<file path="config.mk">
export PLATFORM = sky130hd
export DESIGN_NAME = spectral_smoothness_frame
export DESIGN_NICKNAME = d
export VERILOG_FILES = /design/src/hw/rtl/ssf_pkg.sv /design/src/hw/rtl/ssf_front.sv /design/src/hw/rtl/ssf_queue.sv /design/src/hw/rtl/ssf_back.sv /design/src/hw/rtl/spectral_smoothness_frame.sv
export SDC_FILE = /design/constraint.sdc
export NUM_CORES = 2
export LEC_CHECK = 0
export ABC_CLOCK_PERIOD_IN_PS = 13400
export BUFFER_PORTS_ARGS = -buffer_cell sky130_fd_sc_hd__buf_2
export CAP_MARGIN = 10
export CORE_AREA = 2 2 255 307
export CTS_CLUSTER_DIAMETER = 200
export DETAILED_ROUTE_END_ITERATION = 8
export DIE_AREA = 0 0 257 309
export PLACE_DENSITY = 0.66
export SYNTH_ARGS = -nofsm -noshare
export SYNTH_HDL_FRONTEND = slang
export SYNTH_SLANG_ARGS = --single-unit
</file>
<file path="constraint.sdc">
create_clock -name clk_i -period 13.4 [get_ports clk_i]
set_clock_uncertainty 0.05 [all_clocks]
set_input_delay 1.34 -clock clk_i [delete_from_list [all_inputs] [get_ports clk_i]]
set_output_delay 1.34 -clock clk_i [all_outputs]
set_load 0.03 [all_outputs]
</file>
<file path="src/hw/rtl/ssf_pkg.sv">
// shared types and constants of the spectral smoothness block
`timescale 1ns / 1ps
package ssf_pkg;

  localparam int MAX_BLOCK_DEF      = 4096;
  localparam int LOG_TABLE_BITS_DEF = 6;
  localparam int CFG_W              = 13;
  localparam int MAG_W              = 32;
  localparam int OUT_W              = 32;
  localparam int LEVEL_W            = 16;
  localparam int MIN_BLOCK          = 8;
  localparam int RESET_BLOCK        = 64;
  localparam int QUEUE_DEPTH        = 8;

  typedef struct packed {
    logic                      in_half;
    logic                      past_edge;
    logic                      nonzero;
    logic                      last;
    logic signed [LEVEL_W-1:0] level;
  } item_t;

endpackage

</file>
<file path="src/hw/rtl/ssf_front.sv">
// front end: sample counting and log-magnitude pipeline
`timescale 1ns / 1ps
module ssf_front #(
  parameter int MAX_BLOCK      = ssf_pkg::MAX_BLOCK_DEF,
  parameter int LOG_TABLE_BITS = ssf_pkg::LOG_TABLE_BITS_DEF
) (
  input  logic                       clk_i,
  input  logic                       rst_ni,
  input  logic                       cfg_fire_i,
  input  logic [ssf_pkg::CFG_W-1:0]  cfg_data_i,
  input  logic                       in_valid_i,
  output logic                       in_ready_o,
  input  logic [ssf_pkg::MAG_W-1:0]  in_data_i,
  input  logic                       pop_i,
  output logic                       push_o,
  output ssf_pkg::item_t             item_o
);

  localparam int IDX_W   = $clog2(MAX_BLOCK);
  localparam int NB_W    = $clog2(MAX_BLOCK + 1);
  localparam int NEFF_W  = (ssf_pkg::CFG_W > NB_W) ? ssf_pkg::CFG_W : NB_W;
  localparam int RST_N   = (ssf_pkg::RESET_BLOCK < MAX_BLOCK) ? ssf_pkg::RESET_BLOCK : MAX_BLOCK;
  localparam int TAB_N   = 1 << LOG_TABLE_BITS;
  localparam int CNT_W   = $clog2(ssf_pkg::QUEUE_DEPTH + 1);
  localparam int L2_W    = 21;
  localparam int PROD_W  = 41;
  localparam logic [NEFF_W-1:0] MIN_N = NEFF_W'(ssf_pkg::MIN_BLOCK);
  localparam logic [NEFF_W-1:0] MAX_N = NEFF_W'(MAX_BLOCK);
  localparam logic signed [19:0] DB_PER_OCTAVE = 20'sd394566;
  localparam logic signed [PROD_W-1:0] ROUND_HALF = PROD_W'(64'sd8388608);

  typedef struct packed {
    logic in_half;
    logic past_edge;
    logic nonzero;
    logic last;
  } tag_t;

  function automatic logic [15:0] frac_log2(input int k);
    logic [63:0] y;
    logic [17:0] b;
    y = (64'd1 << 30) + (64'(k) << (30 - LOG_TABLE_BITS));
    b = '0;
    for (int i = 0; i < 17; i++) begin
      y = (y * y) >> 30;
      b = b << 1;
      if (y >= (64'd2 << 30)) begin
        b[0] = 1'b1;
        y    = y >> 1;
      end
    end
    frac_log2 = 16'((b + 18'd1) >> 1);
  endfunction

  function automatic logic [4:0] lead_one(input logic [ssf_pkg::MAG_W-1:0] m);
    logic [4:0] p;
    p = '0;
    for (int i = 0; i < ssf_pkg::MAG_W; i++) begin
      if (m[i]) p = 5'(i);
    end
    return p;
  endfunction

  logic [15:0] frac_tab [TAB_N];
  for (genvar g = 0; g < TAB_N; g++) begin : g_tab
    assign frac_tab[g] = frac_log2(g);
  end

  logic [IDX_W-1:0] idx_q, idx_d, last_idx_q, half_q;
  logic [NEFF_W-1:0] bl_ext, n_eff;
  logic [CNT_W-1:0] resv_q, resv_d;
  logic accept;

  logic v1_q, v2_q, v3_q, v4_q, v5_q;
  tag_t t1_q, t2_q, t3_q, t4_q, t5_q, t_in;
  logic [ssf_pkg::MAG_W-1:0] m1_q, m2_q;
  logic [4:0] p2_q, p3_q;
  logic [LOG_TABLE_BITS-1:0] k3_q;
  logic [ssf_pkg::MAG_W-1:0] norm;
  logic signed [L2_W-1:0] l2_q;
  logic signed [PROD_W-1:0] prod_q, rounded;

  assign accept     = in_valid_i && in_ready_o;
  assign in_ready_o = resv_q < CNT_W'(ssf_pkg::QUEUE_DEPTH);

  always_comb begin
    bl_ext = NEFF_W'(cfg_data_i);
    if (bl_ext < MIN_N) begin
      n_eff = MIN_N;
    end else if (bl_ext > MAX_N) begin
      n_eff = MAX_N;
    end else begin
      n_eff = bl_ext;
    end
  end

  always_comb begin
    idx_d = (idx_q == last_idx_q) ? '0 : idx_q + IDX_W'(1);
    resv_d = resv_q + CNT_W'(accept) - CNT_W'(pop_i);
    t_in.in_half   = idx_q < half_q;
    t_in.past_edge = idx_q >= IDX_W'(3);
    t_in.nonzero   = in_data_i != '0;
    t_in.last      = idx_q == last_idx_q;
  end

  always_ff @(posedge clk_i or negedge rst_ni) begin
    if (!rst_ni) begin
      idx_q      <= '0;
      last_idx_q <= IDX_W'(RST_N - 1);
      half_q     <= IDX_W'(RST_N / 2);
      resv_q     <= '0;
      v1_q       <= 1'b0;
      v2_q       <= 1'b0;
      v3_q       <= 1'b0;
      v4_q       <= 1'b0;
      v5_q       <= 1'b0;
    end else begin
      if (cfg_fire_i) begin
        idx_q      <= '0;
        last_idx_q <= IDX_W'(n_eff - NEFF_W'(1));
        half_q     <= IDX_W'(n_eff >> 1);
      end else if (accept) begin
        idx_q <= idx_d;
      end
      resv_q <= resv_d;
      v1_q   <= accept;
      v2_q   <= v1_q;
      v3_q   <= v2_q;
      v4_q   <= v3_q;
      v5_q   <= v4_q;
    end
  end

  assign norm = m2_q << (5'd31 - p2_q);

  always_ff @(posedge clk_i) begin
    t1_q   <= t_in;
    m1_q   <= in_data_i;
    t2_q   <= t1_q;
    m2_q   <= m1_q;
    p2_q   <= lead_one(m1_q);
    t3_q   <= t2_q;
    p3_q   <= p2_q;
    k3_q   <= norm[30 -: LOG_TABLE_BITS];
    t4_q   <= t3_q;
    l2_q   <= t3_q.nonzero ? $signed({~p3_q[4], p3_q[3:0], frac_tab[k3_q]}) : '0;
    t5_q   <= t4_q;
    prod_q <= PROD_W'(l2_q) * PROD_W'(DB_PER_OCTAVE);
  end

  assign rounded = prod_q + ROUND_HALF;

  always_comb begin
    push_o           = v5_q;
    item_o.in_half   = t5_q.in_half;
    item_o.past_edge = t5_q.past_edge;
    item_o.nonzero   = t5_q.nonzero;
    item_o.last      = t5_q.last;
    item_o.level     = rounded[24 +: ssf_pkg::LEVEL_W];
  end

endmodule

</file>
<file path="src/hw/rtl/ssf_queue.sv">
// small register queue between front and back ends
`timescale 1ns / 1ps
module ssf_queue (
  input  logic           clk_i,
  input  logic           rst_ni,
  input  logic           push_i,
  input  ssf_pkg::item_t item_i,
  input  logic           pop_i,
  output ssf_pkg::item_t item_o,
  output logic           empty_o
);

  localparam int DEPTH = ssf_pkg::QUEUE_DEPTH;
  localparam int PTR_W = $clog2(DEPTH);
  localparam int CNT_W = $clog2(DEPTH + 1);

  ssf_pkg::item_t slots [DEPTH];
  logic [PTR_W-1:0] wr_q, rd_q;
  logic [CNT_W-1:0] cnt_q;

  function automatic logic [PTR_W-1:0] wrap_inc(input logic [PTR_W-1:0] p);
    return (p == PTR_W'(DEPTH - 1)) ? '0 : p + PTR_W'(1);
  endfunction

  assign empty_o = cnt_q == '0;
  assign item_o  = slots[rd_q];

  always_ff @(posedge clk_i or negedge rst_ni) begin
    if (!rst_ni) begin
      wr_q  <= '0;
      rd_q  <= '0;
      cnt_q <= '0;
    end else begin
      if (push_i) wr_q <= wrap_inc(wr_q);
      if (pop_i) rd_q <= wrap_inc(rd_q);
      cnt_q <= cnt_q + CNT_W'(push_i) - CNT_W'(pop_i);
    end
  end

  always_ff @(posedge clk_i) begin
    if (push_i) slots[wr_q] <= item_i;
  end

endmodule

</file>
<file path="src/hw/rtl/ssf_back.sv">
// back end: curvature term, divide by three and saturating sum
`timescale 1ns / 1ps
module ssf_back (
  input  logic                      clk_i,
  input  logic                      rst_ni,
  input  logic                      cfg_fire_i,
  input  logic                      empty_i,
  input  ssf_pkg::item_t            item_i,
  output logic                      pop_o,
  output logic                      out_valid_o,
  input  logic                      out_ready_i,
  output logic [ssf_pkg::OUT_W-1:0] out_data_o
);

  localparam int NUM_W  = 18;
  localparam int MAG_W  = 17;
  localparam int Q_W    = 16;
  localparam int TERM_W = 17;
  localparam int RCP_W  = 19;
  localparam int MUL_W  = MAG_W + RCP_W;
  localparam int DIV3_SHIFT = 20;
  localparam logic [RCP_W-1:0] DIV3_RECIP = 19'd349526;
  localparam int SUM_W  = ssf_pkg::OUT_W + 1;
  localparam int LW     = ssf_pkg::LEVEL_W;

  logic adv;
  logic signed [LW-1:0] prev1_q, prev2_q;
  logic [1:0] zflags_q;
  logic signed [ssf_pkg::OUT_W-1:0] acc_q, sat_sum;

  logic b1_valid_q, b1_add_q, b1_last_q;
  logic signed [NUM_W-1:0] b1_num_q, num;
  logic b2_valid_q, b2_add_q, b2_last_q;
  logic signed [TERM_W-1:0] b2_term_q, term;

  logic [NUM_W-1:0] mag;
  logic [MAG_W-1:0] a;
  logic [MUL_W-1:0] qprod;
  logic [Q_W-1:0] q;
  logic signed [SUM_W-1:0] sum;
  logic out_valid_q;
  logic [ssf_pkg::OUT_W-1:0] out_data_q;

  // only a second sum meeting a stalled one holds the pipeline
  assign adv   = !(out_valid_q && !out_ready_i && b2_valid_q && b2_last_q);
  assign pop_o = adv && !empty_i;

  assign num = (NUM_W'(prev1_q) <<< 1) - NUM_W'(prev2_q) - NUM_W'(item_i.level);

  always_comb begin
    mag   = b1_num_q[NUM_W-1] ? NUM_W'(-b1_num_q) : NUM_W'(b1_num_q);
    a     = MAG_W'(mag + NUM_W'(1));
    qprod = MUL_W'(a) * MUL_W'(DIV3_RECIP);
    q     = qprod[DIV3_SHIFT +: Q_W];
    term  = b1_num_q[NUM_W-1] ? -$signed({1'b0, q}) : $signed({1'b0, q});
  end

  always_comb begin
    sum = SUM_W'(acc_q) + (b2_add_q ? SUM_W'(b2_term_q) : '0);
    if (sum[SUM_W-1] != sum[SUM_W-2]) begin
      sat_sum = sum[SUM_W-1] ? {1'b1, {(ssf_pkg::OUT_W-1){1'b0}}}
                             : {1'b0, {(ssf_pkg::OUT_W-1){1'b1}}};
    end else begin
      sat_sum = sum[ssf_pkg::OUT_W-1:0];
    end
  end

  always_ff @(posedge clk_i or negedge rst_ni) begin
    if (!rst_ni) begin
      prev1_q     <= '0;
      prev2_q     <= '0;
      zflags_q    <= 2'b11;
      acc_q       <= '0;
      b1_valid_q  <= 1'b0;
      b2_valid_q  <= 1'b0;
      out_valid_q <= 1'b0;
    end else begin
      if (cfg_fire_i) begin
        prev1_q  <= '0;
        prev2_q  <= '0;
        zflags_q <= 2'b11;
        acc_q    <= '0;
      end else begin
        if (pop_o) begin
          if (item_i.last) begin
            prev1_q  <= '0;
            prev2_q  <= '0;
            zflags_q <= 2'b11;
          end else if (item_i.in_half) begin
            prev2_q  <= prev1_q;
            prev1_q  <= item_i.level;
            zflags_q <= {zflags_q[0], !item_i.nonzero};
          end
        end
        if (adv && b2_valid_q) begin
          acc_q <= b2_last_q ? '0 : sat_sum;
        end
      end
      if (adv) begin
        b1_valid_q <= pop_o;
        b2_valid_q <= b1_valid_q;
      end
      if (adv && b2_valid_q && b2_last_q) begin
        out_valid_q <= 1'b1;
      end else if (out_ready_i) begin
        out_valid_q <= 1'b0;
      end
    end
  end

  always_ff @(posedge clk_i) begin
    if (adv) begin
      b1_num_q  <= num;
      b1_add_q  <= item_i.in_half && item_i.past_edge && item_i.nonzero && (zflags_q == 2'b00);
      b1_last_q <= item_i.last;
      b2_term_q <= term;
      b2_add_q  <= b1_add_q;
      b2_last_q <= b1_last_q;
    end
    if (adv && b2_valid_q && b2_last_q) begin
      out_data_q <= sat_sum;
    end
  end

  assign out_valid_o = out_valid_q;
  assign out_data_o  = out_data_q;

endmodule

</file>
<file path="src/hw/rtl/spectral_smoothness_frame.sv">
// top level of the spectral smoothness block
// the sum of a block is registered once its last sample has passed the log pipeline, the queue and the back-end stages
// throughput: one sample per cycle, set by the single log pipeline and one accumulate
// per cycle; the input stalls only when eight transfers sit in the log pipeline and queue
// reset: asynchronous, active low; block length returns to 64 and all block state clears
`timescale 1ns / 1ps
module spectral_smoothness_frame #(
  parameter int MAX_BLOCK      = ssf_pkg::MAX_BLOCK_DEF,
  parameter int LOG_TABLE_BITS = ssf_pkg::LOG_TABLE_BITS_DEF
) (
  input  logic                      clk_i,
  input  logic                      rst_ni,
  input  logic                      cfg_valid_i,
  output logic                      cfg_ready_o,
  input  logic [ssf_pkg::CFG_W-1:0] cfg_data_i,
  input  logic                      s_axis_tvalid_i,
  output logic                      s_axis_tready_o,
  input  logic [ssf_pkg::MAG_W-1:0] s_axis_tdata_i,  // magnitude
  output logic                      m_axis_tvalid_o,
  input  logic                      m_axis_tready_i,
  output logic [ssf_pkg::OUT_W-1:0] m_axis_tdata_o   // smoothness
);

  logic cfg_fire, push, pop, empty;
  ssf_pkg::item_t push_item, head_item;

  assign cfg_ready_o = 1'b1;
  assign cfg_fire    = cfg_valid_i && cfg_ready_o;

  ssf_front #(
    .MAX_BLOCK      (MAX_BLOCK),
    .LOG_TABLE_BITS (LOG_TABLE_BITS)
  ) u_front (
    .clk_i      (clk_i),
    .rst_ni     (rst_ni),
    .cfg_fire_i (cfg_fire),
    .cfg_data_i (cfg_data_i),
    .in_valid_i (s_axis_tvalid_i),
    .in_ready_o (s_axis_tready_o),
    .in_data_i  (s_axis_tdata_i),
    .pop_i      (pop),
    .push_o     (push),
    .item_o     (push_item)
  );

  ssf_queue u_queue (
    .clk_i   (clk_i),
    .rst_ni  (rst_ni),
    .push_i  (push),
    .item_i  (push_item),
    .pop_i   (pop),
    .item_o  (head_item),
    .empty_o (empty)
  );

  ssf_back u_back (
    .clk_i       (clk_i),
    .rst_ni      (rst_ni),
    .cfg_fire_i  (cfg_fire),
    .empty_i     (empty),
    .item_i      (head_item),
    .pop_o       (pop),
    .out_valid_o (m_axis_tvalid_o),
    .out_ready_i (m_axis_tready_i),
    .out_data_o  (m_axis_tdata_o)
  );

endmodule

</file>
### After elaboration in Yosys (flattened, before gate mapping)

Memory sizes are Yosys's and may differ from the RTL's. A register that Yosys moved wholly into a read port is not among the register bits.
Cells that the tools add are included.

* add/sub/neg operators: 16
* $mul: 2
* div/mod/pow operators: 0
* order comparisons: 6
* equality and inequality tests: 4
* shifts and indexed selects: 1
* muxes and demuxes: 63
* bitwise operators: 2
* reduce and logical (&&, ||, !) cells: 28

Operators by type and width (count)
* $mux 16: 11
* $mux 32: 5
* $mux 4: 16
* $add 40x25->40 const B: 1
* $mul 21x19->39 const B: 1
* $mux 12: 3
* $mul 17x18->35 const B: 1
* $add 33x33->33: 1
* $mux 33: 1
* $reduce_bool 32->1: 1
* $shl 32x5->31: 1
* $mux 3: 10
* $mux 13: 2
* $sub 17x16->18: 1
* $sub 18x16->18: 1
* $add 17x1->17 const B: 1
* $mux 17: 1
* $neg 16->17: 1
* $neg 17->17: 1
* $mux 2: 8
* $reduce_or 16->1: 1
* $gt 13x13->1 const B: 1
* $lt 13x4->1 const B: 1
* $add 12x1->12 const B: 1
* other kinds (25): 50

* flip-flop bits (word level): 355
* latch bits: 0
* bits in writable memories: 160
* memory bits (read-only): 1024
* input bits: 50
* output and inout bits: 35
* word-level logic and storage cells: 182
* memories kept: 2

Memories
* (name not given): depth 64, bits a word 16, rd ports 1, clocked after Yosys merged registers in 1, write ports 0, RTL line ssf_front.sv:146 `l2_q <= t3_q.nonzero ? $signed({~p3_q[4], p3_q[3:0], frac_tab[k3_q]}) : '0;`
* u_queue.slots: depth 8, bits a word 20, rd ports 1, clocked after Yosys merged registers in 0, write ports 1, RTL line ssf_queue.sv:17 `ssf_pkg::item_t slots [DEPTH];`

### Longest topological paths before layout

* word-level depth: 30
* mapped depth: 39
* depth with buffers taken out: 39

### Modules after synthesis

A second synthesis with hierarchy kept.

* cells, all modules: 3288
* area total of the unflattened synthesis: 34754.6 sq um

Modules (own cells, without submodules)
* ssf_back: times used 1, cells each 1464, area each 14143.6 sq um, seq. area each 3861.2 sq um
* ssf_front: times used 1, cells each 1492, area each 13953.4 sq um, seq. area each 3877.5 sq um
* ssf_queue: times used 1, cells each 330, area each 6646.4 sq um, seq. area each 5054.8 sq um
* spectral_smoothness_frame: times used 1, cells each 2, area each 11.3 sq um, seq. area each 0.0 sq um

### Worst setup path before layout

OpenSTA, ideal clock, no wires.

* kind: flip-flop to flip-flop
* from: register u_back.b1_num_q[0]
* to: register u_back.b2_term_q[12], data pin
* setup time: 0.260 ns
* data arrival time: 8.734 ns
* data required time: 13.090 ns
* path slack: 4.356 ns
* cell stages (with the launch flop): 35
* path buffers: 0
* clock period less this slack: 9.044 ns
* cell sequence: edfxtp_1 inv_1 ha_1 nor2b_1 nor3_1 o21ai_1 o31ai_1 and4_1 nand2_1 nor3b_1 nand2_1 nor3b_1 xnor2_1 ha_1 fa_1 fa_1 inv_1 fa_1 inv_1 fa_1 inv_1 fa_1 inv_1 ha_1 and3_4 a221o_1 a31oi_2 nor2b_1 o311a_1 o31ai_1 nor3_4 nand4b_1 mux2_1 nor3_2 xnor2_1

* cells in the longest elaborated chain, start to end: 6

Ends and longest elaborated chain
* start, declared: RTL line ssf_back.sv:32 `logic signed [NUM_W-1:0] b1_num_q, num;`
* start signal, assigned: RTL line ssf_back.sv:113 `b1_num_q <= num;`
* $neg 17->17: RTL line ssf_back.sv:51 `mag = b1_num_q[NUM_W-1] ? NUM_W'(-b1_num_q) : NUM_W'(b1_num_q);`
* $mux 17 *: RTL line ssf_back.sv:51
* $add 17x1->17 *: RTL line ssf_back.sv:52 `a = MAG_W'(mag + NUM_W'(1));`
* $mul 17x18->35 *: RTL line ssf_back.sv:53 `qprod = MUL_W'(a) * MUL_W'(DIV3_RECIP);`
* $neg 16->17: RTL line ssf_back.sv:55 `term = b1_num_q[NUM_W-1] ? -$signed({1'b0, q}) : $signed({1'b0, q});`
* $mux 16 *: RTL line ssf_back.sv:55
* net u_back.term[12]: RTL line ssf_back.sv:34 `logic signed [TERM_W-1:0] b2_term_q, term;`
* end signal, assigned: RTL line ssf_back.sv:116 `b2_term_q <= term;`
* end, declared: RTL line ssf_back.sv:34

Mark *: on every way through the listed nets, which the timed path passes. The rest lies on a longest branch.
A chain may end at the register's enable or synchronous reset.

### Worst setup path in the final report

* from: register u_back.b1_num_q[0]
* to: register u_back.b2_term_q[14], data pin

The elaborated chain is that of the path after synthesis.

==> impl_metrics.ini <==
[outcome]
status = finished, final reports clean

[logic_synthesis]
synth_top_area_frac = 0.203
synth_area_leaders = edfxtp_1, ha_1, fa_1
synth_nets = 3731
yosysUniqueCellTypes = 101
netlist_instances = 3103
async_flop_share = 0.252
syn_avg_cell_area_um2 = 11.0
synth_warnings = 0
ys.flop_type = edfxtp_1
synthesis.area_mm2 = 0.0341
synth_seq_cells = 492
seq_area_frac_synth = 0.375
synth_largest_area_cell = edfxtp_1
synth_edf_count = 231

[placement]
place_congestion = 0.866
place_hpwl_mm = 49.8
portBuffers = 83
placed_area_mm2 = 0.0356

[drt]
dr.pass1.iters = 5
drt_iter0_drc = 1068
drt_wl_total_mm = 66.2
routedWlPerCell_um = 15.7
vias = 22200
avgViaCountPerCell = 5.25
drc_errors = 0
detail-route-antenna-nets = 0

[flow_run]
drv_cap = 0

[layout]
final_nets = 3792
n_antenna_cell = 0
utilization = 0.490
final_common_cell = inv_1
final_cell_mix = inv_1, ha_1, edfxtp_1
final_area_mm2 = 0.0374
nFillCells = 6828
final_layout_size_suffix_gt1_frac = 0.105
area_growth_pct = 9.61

[grt]
grt_pass1_wl_mm = 112
grt-ovfl-total = 0
antenna_found_initial = 1
grt_usage = 0.170
grt_pass1_vias = 22900
grt_start_max_net_pins = 70

[clocking]
cts_buffers = 52
cts.path.max_buffers = 3
clkTransAtPathRegs_ns = 0.06
clock-sinks = 492
cts_setup_buffers = 0
root_buffer = clkbuf_16
clkLatencyLatePin_ns = 0.62
cts.htree.levels = 2
post_cts_resized = 0
holdBufCountCts = 0
cts_tree = done

[worst_setup_path]
reg2reg_to = u_back.b2_term_q[14]
reg2regPathDepth = 34
cp.required_ns = 13.71
r2r_slack_ns = 3.36
r2r-start = u_back.b1_num_q[0]
crit_path_top_delay_cell = edfxtp_1
critPathLaunchType = register
crit_type = register to register
crit_fanout = 10
critPathCaptureType = register
worstPathArrival_ns = 10.35
slowest_delay_ns = 0.70

[timing]
post-route-min-period_ns = 10.04
finalCritPeriodShare = 0.749
slew_headroom = 0.262
rsz0062_at_grt = no
setup_viol = 0
finalSetupTns_ns = 0
finalHoldViolCount = 0
worst_pin_slew_ns = 1.10
slew_violations = 0
timing.fmax_mhz = 99.6

[min_path]
hold_depth = 0
worstHoldPathType = register to register
holdPathEnd = u_front.t2_q[1]
hp-start = u_front.t1_q[1]

[floorplanning]
num_io_pins = 85
initial_utilization = 0.447
fp.dieW_um = 257
core_mm2 = 0.0762
dieArea_mm2 = 0.0794
die_h_um = 309
rows = 111
[worst max path at each step]
stage | startpoint | to
3_5_place_dp | u_back.b1_num_q[0] | u_back.b2_term_q[14]
5_1_grt | u_back.b1_num_q[0] | u_back.b2_term_q[14]
4_1_cts | u_back.b1_num_q[0] | u_back.b2_term_q[14]
3_3_place_gp | u_back.b1_num_q[0] | u_back.b2_term_q[14]
6_report | u_back.b1_num_q[0] | u_back.b2_term_q[14]
2_1_floorplan | u_back.b1_num_q[0] | u_back.b2_term_q[12]
[metal layers]
layer / up-vias / global-route usage / wire [µm]
li1: 11000 / - / -
met1: 10800 / 0.213 / 28700
met2: 327 / 0.314 / 34100
met3: 84 / 0.0202 / 2190
met4: 0 / 0.0384 / 1210
met5: - / 0 / 0
[cell type report]
type                            count  area (µm²)  share of cell area
Tap cell                         1017        1270              0.0340
Timing Repair Buffer              111         628              0.0168
Inverter                          465        1750              0.0467
Multi-Input combinational cell   2042       19200               0.514
Clock buffer                       60        1340              0.0359
Clock inverter                     38         395              0.0106
Sequential cell                   492       12800               0.342
[stage by stage]
stage / setup WS (ns) / hold WS (ns) / instances
global placement: 3.61 / 0.262 / 4127
detailed placement: 3.36 / 0.262 / 4127
global route: 2.74 / 0.282 / 4225
floorplan: 4.36 / 0.260 / 3103
finish: 3.36 / 0.277 / 4225
CTS: 3.39 / 0.277 / 4225
[state kept, by name, indices dropped and copies added (netlist names), 5 cells and up]
| register | cells |
|---|---|
| u_front.m1_q | 32 |
| u_front.p3_q | 5 |
| u_back.prev1_q | 16 |
| u_front.prod_q | 17 |
| u_back.prev2_q | 16 |
| u_back.acc_q | 32 |
| u_back.b1_num_q | 18 |
| u_front.half_q | 12 |
| u_front.m2_q | 31 |
| u_front.l2_q | 21 |
| u_back.out_data_o | 32 |
| u_front.idx_q | 12 |
| u_front.last_idx_q | 12 |
| u_back.b2_term_q | 17 |
| u_front.p2_q | 5 |
| u_front.k3_q | 6 |
| u_queue.slots | 160 |
[cell families (layout without fill, tap and decap cells)]
group / Yosys count / in the layout / synth area share
buffers and inverters: 569 / 674 / 0.0634
adder cells (fa/ha/maj): 606 / 606 / 0.262
AND/OR/NAND/NOR: 590 / 590 / 0.0854
AO/OA/AOI/OAI: 548 / 548 / 0.110
flip-flops: 492 / 492 / 0.375
other: 1 / 1 / 0.000110
multiplexers: 124 / 124 / 0.0589
XOR/XNOR: 173 / 173 / 0.0447
[synthesized netlist by cell type (all sizes together), types with 33 or more instances]
cell type and count:
inv 462, ha 389, edfxtp 231, fa 189, nor2 157, nand2 141
o21ai 140, dfxtp 137, a21oi 130, xnor2 124, dfrtp 115, clkbuf 81
mux4 59, nand3 54, xor2 49, nor3 45, mux2i 43, a21o 38
a221o 33
[critical path: cells and delay by family (launching register included)]
family,cells,cell delay (ns)
simple gates,10,2.07
xor+xnor,2,0.30
compound gates,9,2.58
flops,1,0.70
fa+ha+maj,8,3.60
buf+inv,5,0.50
Power is left out: the tool's default activity adds up to more than one toggle a clock period on the data nets, which glitch-free logic cannot reach.
